--- src/rtl/tumf_pkg.sv ---
// ----------------------------------------------------------------------------
// Tagged byte-stream multiplexer package
// Shared framing constants and the job descriptor that passes from the
// classifying front end, through the job queue, to the byte serializer.
// ----------------------------------------------------------------------------
package tumf_pkg;

    localparam logic [7:0] ESC_BYTE    = 8'hFF;
    localparam logic [7:0] RESET_CODE  = 8'hFD;
    localparam logic [7:0] MARKER_LEAD = 8'h00;

    localparam int COUNT_LSB = 24;
    localparam int COUNT_W   = 2;
    localparam int DATA_W    = 24;

    // One classified input transaction. A job always produces at least one byte.
    typedef struct packed {
        logic               marker;  // emit the reset marker 00 FF FD
        logic               hdr;     // emit escape byte and tag first
        logic [7:0]         tag;
        logic [COUNT_W-1:0] count;   // payload bytes, 0 to 3
        logic [DATA_W-1:0]  data;
    } job_t;

endpackage

--- src/rtl/tumf_front.sv ---
// ----------------------------------------------------------------------------
// Front end
// Accepts input transactions, tracks the selected client and turns each
// transaction into a job descriptor. Transactions that produce no bytes are
// consumed without a job.
// ----------------------------------------------------------------------------
module tumf_front
    import tumf_pkg::*;
(
    input  logic        aclk,
    input  logic        aresetn,
    input  logic        s_valid,
    output logic        s_ready,
    input  logic        s_mode,
    input  logic [7:0]  s_client_tag,
    input  logic [31:0] s_message_word,
    output logic        push,
    output job_t        push_job,
    input  logic        q_ready
);

    logic [7:0]         cur_tag_reg, cur_tag_next;
    logic               tag_valid_reg, tag_valid_next;
    logic               accept;
    logic               need_hdr;
    logic [COUNT_W-1:0] count;

    assign s_ready  = q_ready;
    assign accept   = s_valid && q_ready;
    assign count    = s_message_word[COUNT_LSB +: COUNT_W];
    assign need_hdr = !tag_valid_reg || (cur_tag_reg != s_client_tag);

    always_comb begin
        push_job.marker = s_mode;
        push_job.hdr    = !s_mode && need_hdr;
        push_job.tag    = s_client_tag;
        push_job.count  = count;
        push_job.data   = s_message_word[DATA_W-1:0];
        push            = accept && (s_mode || need_hdr || (count != '0));

        cur_tag_next   = cur_tag_reg;
        tag_valid_next = tag_valid_reg;
        if (accept) begin
            if (s_mode) begin
                tag_valid_next = 1'b0;
            end else begin
                cur_tag_next   = s_client_tag;
                tag_valid_next = 1'b1;
            end
        end
    end

    always_ff @(posedge aclk) begin
        if (!aresetn) begin
            cur_tag_reg   <= '0;
            tag_valid_reg <= 1'b0;
        end else begin
            cur_tag_reg   <= cur_tag_next;
            tag_valid_reg <= tag_valid_next;
        end
    end

endmodule

--- src/rtl/tumf_queue.sv ---
// ----------------------------------------------------------------------------
// Job queue
// Small register FIFO between the front end and the serializer.
// ----------------------------------------------------------------------------
module tumf_queue
    import tumf_pkg::*;
#(
    parameter int DEPTH = 4
) (
    input  logic aclk,
    input  logic aresetn,
    input  logic push,
    input  job_t push_job,
    output logic q_ready,
    output logic q_valid,
    output job_t q_job,
    input  logic pop
);

    localparam int AW = (DEPTH > 1) ? $clog2(DEPTH) : 1;
    localparam int CW = $clog2(DEPTH + 1);

    job_t          mem_reg [DEPTH];
    logic [AW-1:0] wr_ptr_reg, wr_ptr_next;
    logic [AW-1:0] rd_ptr_reg, rd_ptr_next;
    logic [CW-1:0] count_reg, count_next;

    assign q_ready = (count_reg != CW'(DEPTH));
    assign q_valid = (count_reg != '0);
    assign q_job   = mem_reg[rd_ptr_reg];

    always_comb begin
        wr_ptr_next = wr_ptr_reg;
        rd_ptr_next = rd_ptr_reg;
        count_next  = count_reg;
        if (push) begin
            wr_ptr_next = (wr_ptr_reg == AW'(DEPTH - 1)) ? '0 : wr_ptr_reg + 1'b1;
        end
        if (pop) begin
            rd_ptr_next = (rd_ptr_reg == AW'(DEPTH - 1)) ? '0 : rd_ptr_reg + 1'b1;
        end
        if (push && !pop) begin
            count_next = count_reg + 1'b1;
        end else if (pop && !push) begin
            count_next = count_reg - 1'b1;
        end
    end

    always_ff @(posedge aclk) begin
        if (push) begin
            mem_reg[wr_ptr_reg] <= push_job;
        end
    end

    always_ff @(posedge aclk) begin
        if (!aresetn) begin
            wr_ptr_reg <= '0;
            rd_ptr_reg <= '0;
            count_reg  <= '0;
        end else begin
            wr_ptr_reg <= wr_ptr_next;
            rd_ptr_reg <= rd_ptr_next;
            count_reg  <= count_next;
        end
    end

`ifndef SYNTHESIS
    a_no_overflow: assert property (@(posedge aclk) disable iff (!aresetn)
        push |-> (count_reg != CW'(DEPTH)))
        else $error("job queue written while full");

    a_no_underflow: assert property (@(posedge aclk) disable iff (!aresetn)
        pop |-> (count_reg != '0))
        else $error("job queue read while empty");

    a_count_bound: assert property (@(posedge aclk) disable iff (!aresetn)
        count_reg <= CW'(DEPTH))
        else $error("job queue fill count out of range");
`endif

endmodule

--- src/rtl/tumf_back.sv ---
// ----------------------------------------------------------------------------
// Byte serializer
// Emits the bytes of queued jobs one per cycle, unless m_ready stalls, via an
// output register: header, payload with escape doubling, or reset marker.
// ----------------------------------------------------------------------------
module tumf_back
    import tumf_pkg::*;
(
    input  logic       aclk,
    input  logic       aresetn,
    input  logic       q_valid,
    input  job_t       q_job,
    output logic       pop,
    output logic       m_valid,
    input  logic       m_ready,
    output logic [7:0] m_out_byte,
    output logic       m_last_of_run
);

    typedef enum logic [2:0] {
        PH_HDR_ESC,
        PH_HDR_TAG,
        PH_DATA,
        PH_DUP,
        PH_MK0,
        PH_MK1,
        PH_MK2
    } phase_t;

    phase_t             phase_reg, phase_next, phase_adv, phase_init;
    logic [COUNT_W-1:0] idx_reg, idx_next, idx_adv;
    logic               busy_reg, busy_next;
    job_t               job_reg, job_next;
    logic               m_valid_reg, m_valid_next;
    logic [7:0]         m_byte_reg, m_byte_next;
    logic               m_last_reg, m_last_next;

    logic               emit;
    logic               done;
    logic               idx_last;
    logic [7:0]         cur_byte;
    logic [7:0]         data_byte;

    assign emit      = busy_reg && (!m_valid_reg || m_ready);
    assign pop       = q_valid && (!busy_reg || (emit && done));
    assign data_byte = job_reg.data[{idx_reg, 3'b000} +: 8];
    assign idx_last  = (idx_reg == job_reg.count - 1'b1);

    assign m_valid       = m_valid_reg;
    assign m_out_byte    = m_byte_reg;
    assign m_last_of_run = m_last_reg;

    // Byte of the current step and where the sequencer goes after it.
    always_comb begin
        cur_byte  = ESC_BYTE;
        done      = 1'b0;
        phase_adv = phase_reg;
        idx_adv   = idx_reg;
        case (phase_reg)
            PH_HDR_ESC: begin
                phase_adv = PH_HDR_TAG;
            end
            PH_HDR_TAG: begin
                cur_byte  = job_reg.tag;
                done      = (job_reg.count == '0);
                phase_adv = PH_DATA;
                idx_adv   = '0;
            end
            PH_DATA: begin
                cur_byte = data_byte;
                if (data_byte == ESC_BYTE) begin
                    phase_adv = PH_DUP;
                end else begin
                    done    = idx_last;
                    idx_adv = idx_reg + 1'b1;
                end
            end
            PH_DUP: begin
                done      = idx_last;
                phase_adv = PH_DATA;
                idx_adv   = idx_reg + 1'b1;
            end
            PH_MK0: begin
                cur_byte  = MARKER_LEAD;
                phase_adv = PH_MK1;
            end
            PH_MK1: begin
                phase_adv = PH_MK2;
            end
            PH_MK2: begin
                cur_byte = RESET_CODE;
                done     = 1'b1;
            end
            default: begin
                done = 1'b1;
            end
        endcase

        if (q_job.marker) begin
            phase_init = PH_MK0;
        end else if (q_job.hdr) begin
            phase_init = PH_HDR_ESC;
        end else begin
            phase_init = PH_DATA;
        end
    end

    always_comb begin
        phase_next   = phase_reg;
        idx_next     = idx_reg;
        busy_next    = busy_reg;
        job_next     = job_reg;
        m_valid_next = m_valid_reg;
        m_byte_next  = m_byte_reg;
        m_last_next  = m_last_reg;

        if (emit) begin
            m_valid_next = 1'b1;
            m_byte_next  = cur_byte;
            m_last_next  = done;
        end else if (m_ready) begin
            m_valid_next = 1'b0;
        end

        if (pop) begin
            job_next   = q_job;
            busy_next  = 1'b1;
            phase_next = phase_init;
            idx_next   = '0;
        end else if (emit) begin
            if (done) begin
                busy_next = 1'b0;
            end else begin
                phase_next = phase_adv;
                idx_next   = idx_adv;
            end
        end
    end

    always_ff @(posedge aclk) begin
        if (!aresetn) begin
            phase_reg   <= PH_MK0;
            idx_reg     <= '0;
            busy_reg    <= 1'b0;
            m_valid_reg <= 1'b0;
        end else begin
            phase_reg   <= phase_next;
            idx_reg     <= idx_next;
            busy_reg    <= busy_next;
            m_valid_reg <= m_valid_next;
        end
        job_reg    <= job_next;
        m_byte_reg <= m_byte_next;
        m_last_reg <= m_last_next;
    end

`ifndef SYNTHESIS
    a_idx_in_range: assert property (@(posedge aclk) disable iff (!aresetn)
        (busy_reg && (phase_reg == PH_DATA || phase_reg == PH_DUP))
            |-> (idx_reg < job_reg.count))
        else $error("payload index beyond byte count");

    a_dup_follows_esc: assert property (@(posedge aclk) disable iff (!aresetn)
        (busy_reg && phase_reg == PH_DUP) |-> (data_byte == ESC_BYTE))
        else $error("escape doubling without an escape byte");

    a_pop_only_free: assert property (@(posedge aclk) disable iff (!aresetn)
        (pop && busy_reg) |-> (emit && done))
        else $error("job loaded while previous job unfinished");
`endif

endmodule

--- src/rtl/tagged_uart_mux_framer_core.sv ---
// ----------------------------------------------------------------------------
// Tagged byte-stream multiplexer, top level
// Frames client message words onto one shared byte stream with escape-byte
// client switching and a reset marker.
// ----------------------------------------------------------------------------
// Each input transaction is either a client message word (mode 0) carrying up
// to three payload bytes, or a reset marker request (mode 1). For a message
// whose client differs from the last one selected, the block first sends the
// escape byte 0xFF and the client tag; it then sends the payload bytes from
// the low byte up, doubling every 0xFF. A reset marker sends 00 FF FD and
// deselects the client. Every output transaction carries one byte, and
// last_of_run marks the final byte caused by an input transaction. The input
// side takes one transaction per cycle while the job queue has room; the
// serializer sends one byte per cycle while the receiver is ready, and an
// input transaction produces 0 to 8 bytes; one that produces no byte leaves
// no job for the serializer. Sustained rate is therefore set by the
// serializer's single byte lane.
module tagged_uart_mux_framer_core
    import tumf_pkg::*;
#(
    parameter int QUEUE_DEPTH = 4
) (
    input  logic        aclk,
    input  logic        aresetn,
    input  logic        s_valid,
    output logic        s_ready,
    input  logic        s_mode,
    input  logic [7:0]  s_client_tag,
    input  logic [31:0] s_message_word,
    output logic        m_valid,
    input  logic        m_ready,
    output logic [7:0]  m_out_byte,
    output logic        m_last_of_run
);

    // Front end to queue.
    logic push;
    job_t push_job;
    logic q_ready;

    // Queue to serializer.
    logic q_valid;
    job_t q_job;
    logic pop;

    // The front end classifies each transaction against the selected client
    // and queues a job; its state updates at acceptance, so job order in the
    // queue matches input order.
    tumf_front u_front (
        .aclk           (aclk),
        .aresetn        (aresetn),
        .s_valid        (s_valid),
        .s_ready        (s_ready),
        .s_mode         (s_mode),
        .s_client_tag   (s_client_tag),
        .s_message_word (s_message_word),
        .push           (push),
        .push_job       (push_job),
        .q_ready        (q_ready)
    );

    // The queue lets the front end keep accepting while the serializer is
    // stalled by the downstream transmitter.
    tumf_queue #(
        .DEPTH (QUEUE_DEPTH)
    ) u_queue (
        .aclk     (aclk),
        .aresetn  (aresetn),
        .push     (push),
        .push_job (push_job),
        .q_ready  (q_ready),
        .q_valid  (q_valid),
        .q_job    (q_job),
        .pop      (pop)
    );

    // The serializer loads the next job in the same cycle that the previous
    // one sends its last byte, so bytes flow without gaps.
    tumf_back u_back (
        .aclk          (aclk),
        .aresetn       (aresetn),
        .q_valid       (q_valid),
        .q_job         (q_job),
        .pop           (pop),
        .m_valid       (m_valid),
        .m_ready       (m_ready),
        .m_out_byte    (m_out_byte),
        .m_last_of_run (m_last_of_run)
    );

endmodule

--- config.mk ---
export PLATFORM = sky130hd
export DESIGN_NAME = tagged_uart_mux_framer_core
export DESIGN_NICKNAME = d
export VERILOG_FILES = /design/src/rtl/tumf_pkg.sv /design/src/rtl/tumf_front.sv /design/src/rtl/tumf_queue.sv /design/src/rtl/tumf_back.sv /design/src/rtl/tagged_uart_mux_framer_core.sv
export SDC_FILE = /design/constraint.sdc
export NUM_CORES = 1
export LEC_CHECK = 0
export ABC_CLOCK_PERIOD_IN_PS = 4100
export BUFFER_PORTS_ARGS = -buffer_cell sky130_fd_sc_hd__buf_4
export CAP_MARGIN = 20
export CORE_ASPECT_RATIO = 1.4
export CORE_MARGIN = 2
export CORE_UTILIZATION = 35
export CTS_CLUSTER_SIZE = 14
export DETAILED_ROUTE_END_ITERATION = 6
export SETUP_SLACK_MARGIN = 0.3
export SYNTH_ARGS = -nofsm -noshare
export SYNTH_HDL_FRONTEND = slang
export SYNTH_SLANG_ARGS = --single-unit
export TNS_END_PERCENT = 30
--- constraint.sdc ---
create_clock -name aclk -period 4.1 [get_ports aclk]
set_input_delay 0.82 -clock aclk [delete_from_list [all_inputs] [get_ports aclk]]
set_output_delay 0.82 -clock aclk [all_outputs]
set_load 0.05 [all_outputs]
# Word level (Yosys, flattened, before mapping)
# Memory sizes are Yosys's and may differ from the RTL's. A register that Yosys moved wholly into a read port is not among the register bits.
# Cells that the tools add are included.
# W data, S select, Z words.
dict set report totals {
  regBits 66
  mem_bits_rw 144
  input_bits 45
  memories 1
}
# memory depth word_bits rd rd_clocked_by_memory_dff write_ports line_no
set mem_list {}
lappend mem_list {u_queue.mem_reg 4 36 1 1 1 tumf_queue.sv:23} ;# job_t mem_reg [DEPTH];
dict set report classes {
  add_sub_neg 6
  n_eq_ne 15
  n_shift 1
  mux 26
  bitwise 3
  reduce_logical 36
}
# op n
set op_table {}
lappend op_table {{$pmux W8 S4} 1}
lappend op_table {{$shiftx A24 B6 Y8} 1}
lappend op_table {{$mux W3} 7}
lappend op_table {{$pmux W3 S5} 1}
lappend op_table {{$mux W2} 6}
lappend op_table {{$reduce_bool A2 Y1} 5}
lappend op_table {{$eq A3 B3 Y1 const B} 3}
lappend op_table {{$mux W1} 9}
lappend op_table {{$eq A8 B8 Y1 const B} 1}
lappend op_table {{$logic_and A1 B1 Y1} 8}
lappend op_table {{$ne A8 B8 Y1} 1}
lappend op_table {{$reduce_and A4 Y1} 2}
lappend op_table {{$add A2 B1 Y2 const B} 3}
lappend op_table {{$eq A3 B2 Y1 const B} 2}
lappend op_table {{$logic_not A1 Y1} 6}
lappend op_table {{$pmux W2 S3} 1}
lappend op_table {{$reduce_bool A3 Y1} 2}
lappend op_table {{$reduce_bool A6 Y1} 1}
lappend op_table {{$logic_or A1 B1 Y1} 5}
lappend op_table {{$eq A2 B2 Y1 const B} 2}
lappend op_table {{$ne A2 B2 Y1 const B} 2}
lappend op_table {{$pmux W1 S4} 1}
lappend op_table {{$reduce_and A2 Y1} 2}
lappend op_table {{$reduce_or A2 Y1} 2}
lappend op_table {{11 further kinds} 13}

# Depth between registers and ports, before layout
# Gate-level depths: netlist (run 1).
dict set report logic_depth {
  depth_word 10
  ltp_mapped 13
  depth_no_buf 13
}

# Hierarchy
# Synthesis (run 1) repeated with hierarchy kept, for this count alone.
dict set report hier_totals {
  cells_unflattened 464
  hier_area_um2 8564.5
}
# mod n_inst cells_per_inst area_each_um2
set by_module_without_submodules {}
lappend by_module_without_submodules {tumf_queue 1 233 5708.0}
lappend by_module_without_submodules {tumf_back 1 150 2139.6}
lappend by_module_without_submodules {tumf_front 1 81 716.9}

# Worst setup path after synthesis (run 1)
# No wires, ideal clock.
dict set report synth_timing {
  path_type {input to register}
  from {in s_client_tag[7]}
  to {mem u_queue.mem_reg[3][0] in the netlist's numbering (enable)}
  arrival_time_ps 2390
  setup_slack_ps 1313
  cell_stages 5
  n_path_buf 0
  cell_sequence {xnor2_1 nand4_1 nor3_1 a21oi_1 and2_1}
}
dict set report synth_via {
  elab_chain_len 7
}
# item line_no
set synth_rtl {}
lappend synth_rtl {{start: declaration} tagged_uart_mux_framer_core.sv:28} ;# input logic [7:0] s_client_tag,
lappend synth_rtl {{$ne A8 B8 Y1} tumf_front.sv:31} ;# assign need_hdr = !tag_valid_reg || (cur_tag_reg != s_client_tag);
lappend synth_rtl {{$logic_or A1 B1 Y1} tumf_front.sv:31}
lappend synth_rtl {{$logic_or A1 B1 Y1 (2 in a row)} tumf_front.sv:39} ;# push = accept && (s_mode || need_hdr || (count != '0));
lappend synth_rtl {{$logic_and A1 B1 Y1} tumf_front.sv:39}
lappend synth_rtl {{named net push} tagged_uart_mux_framer_core.sv:37} ;# logic push;
lappend synth_rtl {{$mux W1} tumf_queue.sv:50} ;# if (push) begin
lappend synth_rtl {{$mux W1 (not written as such)} tumf_queue.sv:51} ;# mem_reg[wr_ptr_reg] <= push_job;
lappend synth_rtl {{end: declaration} tumf_queue.sv:23}
# The timed path passes the listed nets, and every way through them passes these cells.

# Worst setup path after layout (run 1)
dict set report layout_timing {
  from {reg u_back.idx_reg[1]}
  to {reg u_queue.count_reg[2]}
}
dict set report layout_via {
  elab_chain_len 10
  word_cells_on_any_way 13
}
# item line_no
set layout_rtl {}
lappend layout_rtl {{start: declaration} tumf_back.sv:31} ;# logic [COUNT_W-1:0] idx_reg, idx_next, idx_adv;
lappend layout_rtl {{start signal: assignment} tumf_back.sv:148} ;# idx_reg <= idx_next;
lappend layout_rtl {{$shiftx A24 B6 Y8} tumf_back.sv:46} ;# assign data_byte = job_reg.data[{idx_reg, 3'b000} +: 8];
lappend layout_rtl {{$eq A8 B8 Y1} tumf_back.sv:71} ;# if (data_byte == ESC_BYTE) begin
lappend layout_rtl {{$mux W1} tumf_back.sv:71}
lappend layout_rtl {{$pmux W1 S4 *} tumf_back.sv:59} ;# case (phase_reg)
lappend layout_rtl {{$logic_and A1 B1 Y1 *} tumf_back.sv:45} ;# assign pop = q_valid && (!busy_reg || (emit && done));
lappend layout_rtl {{$logic_or A1 B1 Y1 *} tumf_back.sv:45}
lappend layout_rtl {{$logic_and A1 B1 Y1 *} tumf_back.sv:45}
lappend layout_rtl {{$logic_not A1 Y1} tumf_queue.sv:42} ;# if (push && !pop) begin
lappend layout_rtl {{$logic_and A1 B1 Y1} tumf_queue.sv:42}
lappend layout_rtl {{$mux W3 or $reduce_bool A2 Y1 (tied branches)} n/a}
lappend layout_rtl {{end signal: assignment} tumf_queue.sv:63} ;# count_reg <= count_next;
lappend layout_rtl {{end: declaration} tumf_queue.sv:26} ;# logic [CW-1:0] count_reg, count_next;
# Mark *: on every way between the ends. The rest lies on a longest branch, timed or not.
# A chain may end at the register's enable or synchronous reset.

==> results.toml, run 1 <==
[status]
outcome = "finished, final reports clean"

[worst_setup_path]
rr_worst_depth = 11
criticalPathCategory = "reg2reg"
crit-reg2reg-launch = "u_back.idx_reg[1]"
crit_arrival_ps = 3770
startpoint_type = "flip-flop"
regToRegSetupSlack_ps = 730
required_ps = 4510
cp-end-kind = "flip-flop"
r2r_end = "u_queue.count_reg[2]"
critPathMaxFanout = 12

[power]
p_int_mw = 4.62
powerDensity_nw_per_um2 = 666
p_leak_nw = 3.18
power_frac_seq = 0.488
p_sw_mw = 1.76
clock_power_share = 0.299
p_sw_frac = 0.277
peakVddDrop_mv = 0.362
combinationalPowerShare = 0.213
p_total_mw = 6.38

[grt]
grt_pass1_vias = 4275
grt_pass1_wl_mm = 24.0
grt_max_degree = 38
grtUsageTotal = 0.127
gr-total-overflow = 0
antenna_found_initial = 0

[placement]
numPortBuffers = 49
gp_congestion = 0.810
hpwlAfterDp_mm = 9.65

[clock_tree]
clk_pin_slew_ps = 60
cts_root_buf = "clkbuf_16"
cts_hold_buffers = 0
h-tree-depth = 1
cts_tree = "yes"
clockBufferDepth = 3
cts_buffers = 21
cts_sinks = 212
cts_setup_buffers = 0
insertion_delay_ps = 490

[cells_and_area]
largest_register_ffs = 144
drive_above_1_share = 0.257
area_delta_synth_final_pct = 16.9
fin_nets = 542
antenna_cells = 0

[timing]
setup-tns-final_ps = 0
hold_viol_final = 0
finalClockSkew_ps = 12.6
fmax_mhz = 297
tightest_slew_ps = 998
final.min_clock_period_ps = 3370
setup_viol = 0
rsz0062_at_grt = "no"
slew_viol_final = 0
fin_crit_sh = 0.821
slew_headroom = 0.333

[yosys]
syn_area_um2 = 8200
async_flop_share = 0
ys_seq_area_frac = 0.746
synth_nets = 482
syn_area_per_cell_um2 = 19.1
ys_seq_elements = 212
ys.flop_type = "edfxtp_1"
ys_warn_count = 0
synth_edf_count = 187
syn_inst = 429
ys_types = 45

[floorplanning]
die_h_um = 185
die_area_um2 = 24700
ios = 56
rows = 66
die_w_um = 133
start_util = 0.354
coreArea_um2 = 23100

[detailed_routing]
final_antenna_net_count = 0
dr.pass1.iters = 7
num_vias = 3935
route.detailed.drc = 0
post_drt_wl_per_cell_um = 18.9
finalWirelength_mm = 15.2
viasPerCell = 4.87
drtIter0Drc = 304

[worst_hold_path]
hold_depth = 2
worstHoldStart = "u_queue.rd_ptr_reg[0]"
hold_path_class = "reg2reg"

[job]
maxCapViolations = 0
## critical path: stages, from the launching register on
cell	delay [ps]
dfxtp_1	610
nor2b_4	340
a2bb2oi_1	170
nor4_1	400
nand4_1	240
nand2_1	240
ha_1	220
inv_1	60
fa_1	370
xor2_1	170
or3_1	290
a21boi_0	170
## power groups by stage
stage                     combinational (mW)  sequential (mW)  clock [mW]
after floorplan                        0.916             3.17           0
after global placement                  1.35             3.15           0
after global routing                    1.49             3.16        2.05
after detailed placement                1.38             3.17           0
final                                   1.36             3.11        1.91
after CTS                               1.39             3.13        1.95
## logic make-up after synthesis
family | after synthesis | synth area share
multiplexers | 57 | 0.125
AO/OA/AOI/OAI | 45 | 0.0395
adder cells (fa/ha/maj) | 8 | 0.0131
flip-flops | 212 | 0.746
buffers and inverters | 29 | 0.0180
AND/OR/NAND/NOR | 66 | 0.0458
XOR/XNOR | 12 | 0.0128
## how the worst max path moves through the flow
| stage | start | endpoint |
|---|---|---|
| 3_3_place_gp | u_back.idx_reg[0] | u_queue.count_reg[2] |
| 4_1_cts | u_back.idx_reg[0] | u_queue.count_reg[2] |
| 5_1_grt | u_back.idx_reg[1] | u_queue.count_reg[2] |
| 6_report | u_back.idx_reg[1] | u_queue.count_reg[2] |
| 2_1_floorplan | s_client_tag[7] | u_queue.mem_reg[3][0] |
| 3_5_place_dp | u_back.idx_reg[0] | u_queue.count_reg[2] |
## cell usage in the layout (no fill, tap or decap), types with 2 or more instances in the layout
cell type	netlist	routed
and2_1	5	5
dfxtp_1	25	23
clkbuf_1	7	3
nand2_1	11	11
nor4_1	3	3
or3_1	2	2
a21oi_1	13	13
clkinv_2	0	3
nor3_1	6	6
clkinvlp_4	0	2
bufinv_16	0	3
clkbuf_16	0	21
or4_4	2	2
nor2_1	9	9
and3_1	3	3
xnor2_1	9	9
buf_4	0	55
inv_1	10	10
nand4_1	3	3
clkinv_1	0	2
o22a_1	8	8
nor2b_1	13	13
a2bb2oi_1	8	8
clkbuf_8	0	2
mux2i_1	21	21
o21ai_0	5	5
a21boi_0	2	2
mux4_2	36	36
ha_1	7	7
dfxtp_2	0	2
edfxtp_1	187	187
nand3_1	4	4
xor2_1	3	3
## area by class of cell
class / instances / area, µm²
tap: 306 / 383
timing repair buffer: 55 / 413
multi-input combinational: 188 / 1940
clock buffer: 26 / 564
sequential: 212 / 6120
fill: 2109 / 13500
inverter: 11 / 41.3
clock inverter: 10 / 128
## Yosys cell counts (6+ instances only)
library cell / count / area [µm²]
xnor2_1: 9 / 78.8
inv_1: 10 / 37.5
nor3_1: 6 / 30.0
a21oi_1: 13 / 65.1
ha_1: 7 / 87.6
nor2b_1: 13 / 81.3
edfxtp_1: 187 / 5620
buf_2: 6 / 30.0
dfxtp_1: 25 / 500
mux2i_1: 21 / 210
clkbuf_1: 7 / 26.3
nor2_1: 9 / 33.8
mux4_2: 36 / 811
o22a_1: 8 / 70.1
nand2_1: 11 / 41.3
a2bb2oi_1: 8 / 70.1
## repair_timing
action / in CTS / in global routing
hold endpoints to repair: 0 / 0
setup endpoints to repair: 0 / 1
gates resized for setup: 0 / 2
## stage by stage
step                      hold WS, ps  setup slack [ps]  instances  instance area, µm²  utilization
after floorplan                   454              1310        429                8200            -
after global placement            463               620        772                8890        0.384
after detailed placement          493               511        772                8890        0.384
after CTS                         506               493        808                9580        0.414
after global routing              516               418        808                9590        0.415
final                             501               734        808                9590        0.415
## routing by layer
metal	GRT usage	wire, µm
met3	0.0219	622
met2	0.242	8430
met4	0.0383	213
met5	0	0
met1	0.145	5960
(Power assumes the default switching activity.)
==> inputs of run 2 (changes only) <==
--- a/config.mk
+++ b/config.mk
@@ -5,7 +5,7 @@
 export SDC_FILE = /design/constraint.sdc
 export NUM_CORES = 1
 export LEC_CHECK = 0
-export ABC_CLOCK_PERIOD_IN_PS = 4100
+export ABC_CLOCK_PERIOD_IN_PS = 3320
 export BUFFER_PORTS_ARGS = -buffer_cell sky130_fd_sc_hd__buf_4
 export CAP_MARGIN = 20
 export CORE_ASPECT_RATIO = 1.4
==> constraint.sdc (replaced) <==
create_clock -name aclk -period 3.32 [get_ports aclk]
set_input_delay 0.664 -clock aclk [delete_from_list [all_inputs] [get_ports aclk]]
set_output_delay 0.664 -clock aclk [all_outputs]
set_load 0.05 [all_outputs]
==> run 2 against run 1 <==
Core utilization grew 0.51 points. Worst hold slack lost 120 ps. Total power grew 22%. Clock skew grew 2.0 ps. Register-to-register slack lost 270 ps. Largest cell class unchanged.
==> results.toml, run 2 (synthesis results as in run 1) <==
[status]
outcome = "finished, final reports clean"

[worst_setup_path]
crit_arrival_ps = 3260
cp-end-kind = "flip-flop"
cp_cell_sequence = "nor2b_4, buf_12, a2bb2oi_1, nor4_2, nand4_1, nand2_1, ha_1, inv_1, fa_1, xor2_1, or3_1, a21boi_0"
critPathMaxFanout = 13
startpoint_type = "flip-flop"
path_delay_family = "simple AND/OR/NAND/NOR gates"
critPathMaxStageDelay_ps = 420
crit-reg2reg-launch = "u_back.idx_reg[0]"
critPathBufInv = 2
cpMaxStageDelayCell = "dfxtp_4"
required_ps = 3730
crit_start = "u_back.idx_reg[0]"
critical_path_cell_count = 12
criticalPathCategory = "reg2reg"
rr_worst_depth = 12

[cells_and_area]
mostFrequentLayoutCells = "edfxtp_1, buf_4, mux4_2"
largest_register_ffs = 144
layout_commonest_cell = "edfxtp_1"
drive_above_1_share = 0.283
fin_nets = 553
antenna_cells = 0
utilization = 0.420
area_delta_synth_final_pct = 18.4
fin_area_um2 = 9700

[floorplanning]
start_util = 0.354
die_w_um = 133
die_area_um2 = 24700
ios = 56
coreArea_um2 = 23100
rows = 66
die_h_um = 185

[clock_tree]
cts_hold_buffers = 0
cts_root_buf = "clkbuf_16"
insertion_delay_ps = 490
h-tree-depth = 1
cts_buffers = 21
clk_pin_slew_ps = 60
clockBufferDepth = 3
cts_sinks = 212
cts_tree = "yes"

[detailed_routing]
post_drt_wl_per_cell_um = 18.6
viasPerCell = 4.91
drtIter0Drc = 289
dr.pass1.iters = 5
finalWirelength_mm = 15.3
num_vias = 4023
final_antenna_net_count = 0
route.detailed.drc = 0

[timing]
rsz0062_at_grt = "no"
setup-tns-final_ps = 0
fmax_mhz = 350
tightest_slew_ps = 945
finalClockSkew_ps = 14.7
setup_viol = 0
hold_viol_final = 0
fin_crit_sh = 0.861
slew_viol_final = 0
final.min_clock_period_ps = 2860
slew_headroom = 0.368

[job]
maxCapViolations = 0

[grt]
grtUsageTotal = 0.125
grt_pass1_vias = 4197
antenna_found_initial = 0
grt_max_degree = 37
grt_pass1_wl_mm = 23.5
gr-total-overflow = 0

[power]
combinationalPowerShare = 0.239
power_frac_seq = 0.488
powerDensity_nw_per_um2 = 803
p_leak_nw = 3.24
p_int_mw = 5.57
p_sw_mw = 2.22
p_sw_frac = 0.285
clock_power_share = 0.274
peakVddDrop_mv = 0.377

[worst_hold_path]
hold_path_class = "in2reg"
hold_depth = 1
worstHoldStart = "s_message_word[23]"

[placement]
place_area_um2 = 9000
numPortBuffers = 49
gp_congestion = 0.855
hpwlAfterDp_mm = 9.86
run 2: worst reg2reg max path: cells and delay by family, from the launching register on:
kind / cells / cell delay (ps)
AOI/OAI and AO/OA: 2 / 290
xor gates and xnor gates: 1 / 170
adders and majority gates: 2 / 560
buffers and inverters: 2 / 190
DFF: 1 / 420
and+or+nand+nor: 5 / 1160
run 2: layer usage:
layer	GRT usage	vias up	wire, µm
li1	-	1847	-
met1	0.139	2048	5740
met2	0.237	103	8450
met3	0.0205	25	694
met4	0.0477	0	386
met5	0	-	0
run 2: layout make-up:
type,instances,area (µm²)
fillers,2049,13400
flip-flops and latches,212,6120
multi-input cells,188,1970
clock buffers,28,582
repair buffers,66,571
well taps,306,383
inverters,11,41.3
clock inverters,8,38.8
run 2: worst paths after layout:
check,slack [ps],endpoint
setup / recovery,460,u_queue.count_reg[2]
hold / removal,380,u_queue.mem_reg[1][23]
setup reg to reg,460,u_queue.count_reg[2]
hold reg to reg,500,u_queue.rd_ptr_reg[1]
run 2: power by group through the flow:
stage / clock network [mW] / registers (mW) / logic, mW
after floorplan: 0 / 3.91 / 1.13
after global placement: 0 / 3.85 / 1.81
after detailed placement: 0 / 3.87 / 1.85
after CTS: 2.20 / 3.81 / 1.86
after global routing: 2.30 / 3.86 / 2.01
final: 2.13 / 3.80 / 1.86
run 2: what timing repair did:
| item | 4_1_cts | 5_1_grt |
|---|---|---|
| pin swaps | 0 | 4 |
| gates resized for setup | 3 | 7 |
| endpoints found under the setup margin | 1 | 1 |
| setup buffers | 0 | 4 |
run 2: stage by stage:
stage               total power, mW  std cells  setup WS (ps)  hold slack (ps)
finish                         7.79        819            461              381
global route                   8.17        819            238              368
CTS                            7.87        815            410              360
detailed placement             5.72        779           49.4              489
global placement               5.66        779            181              463
floorplan                      5.04        429            571              454
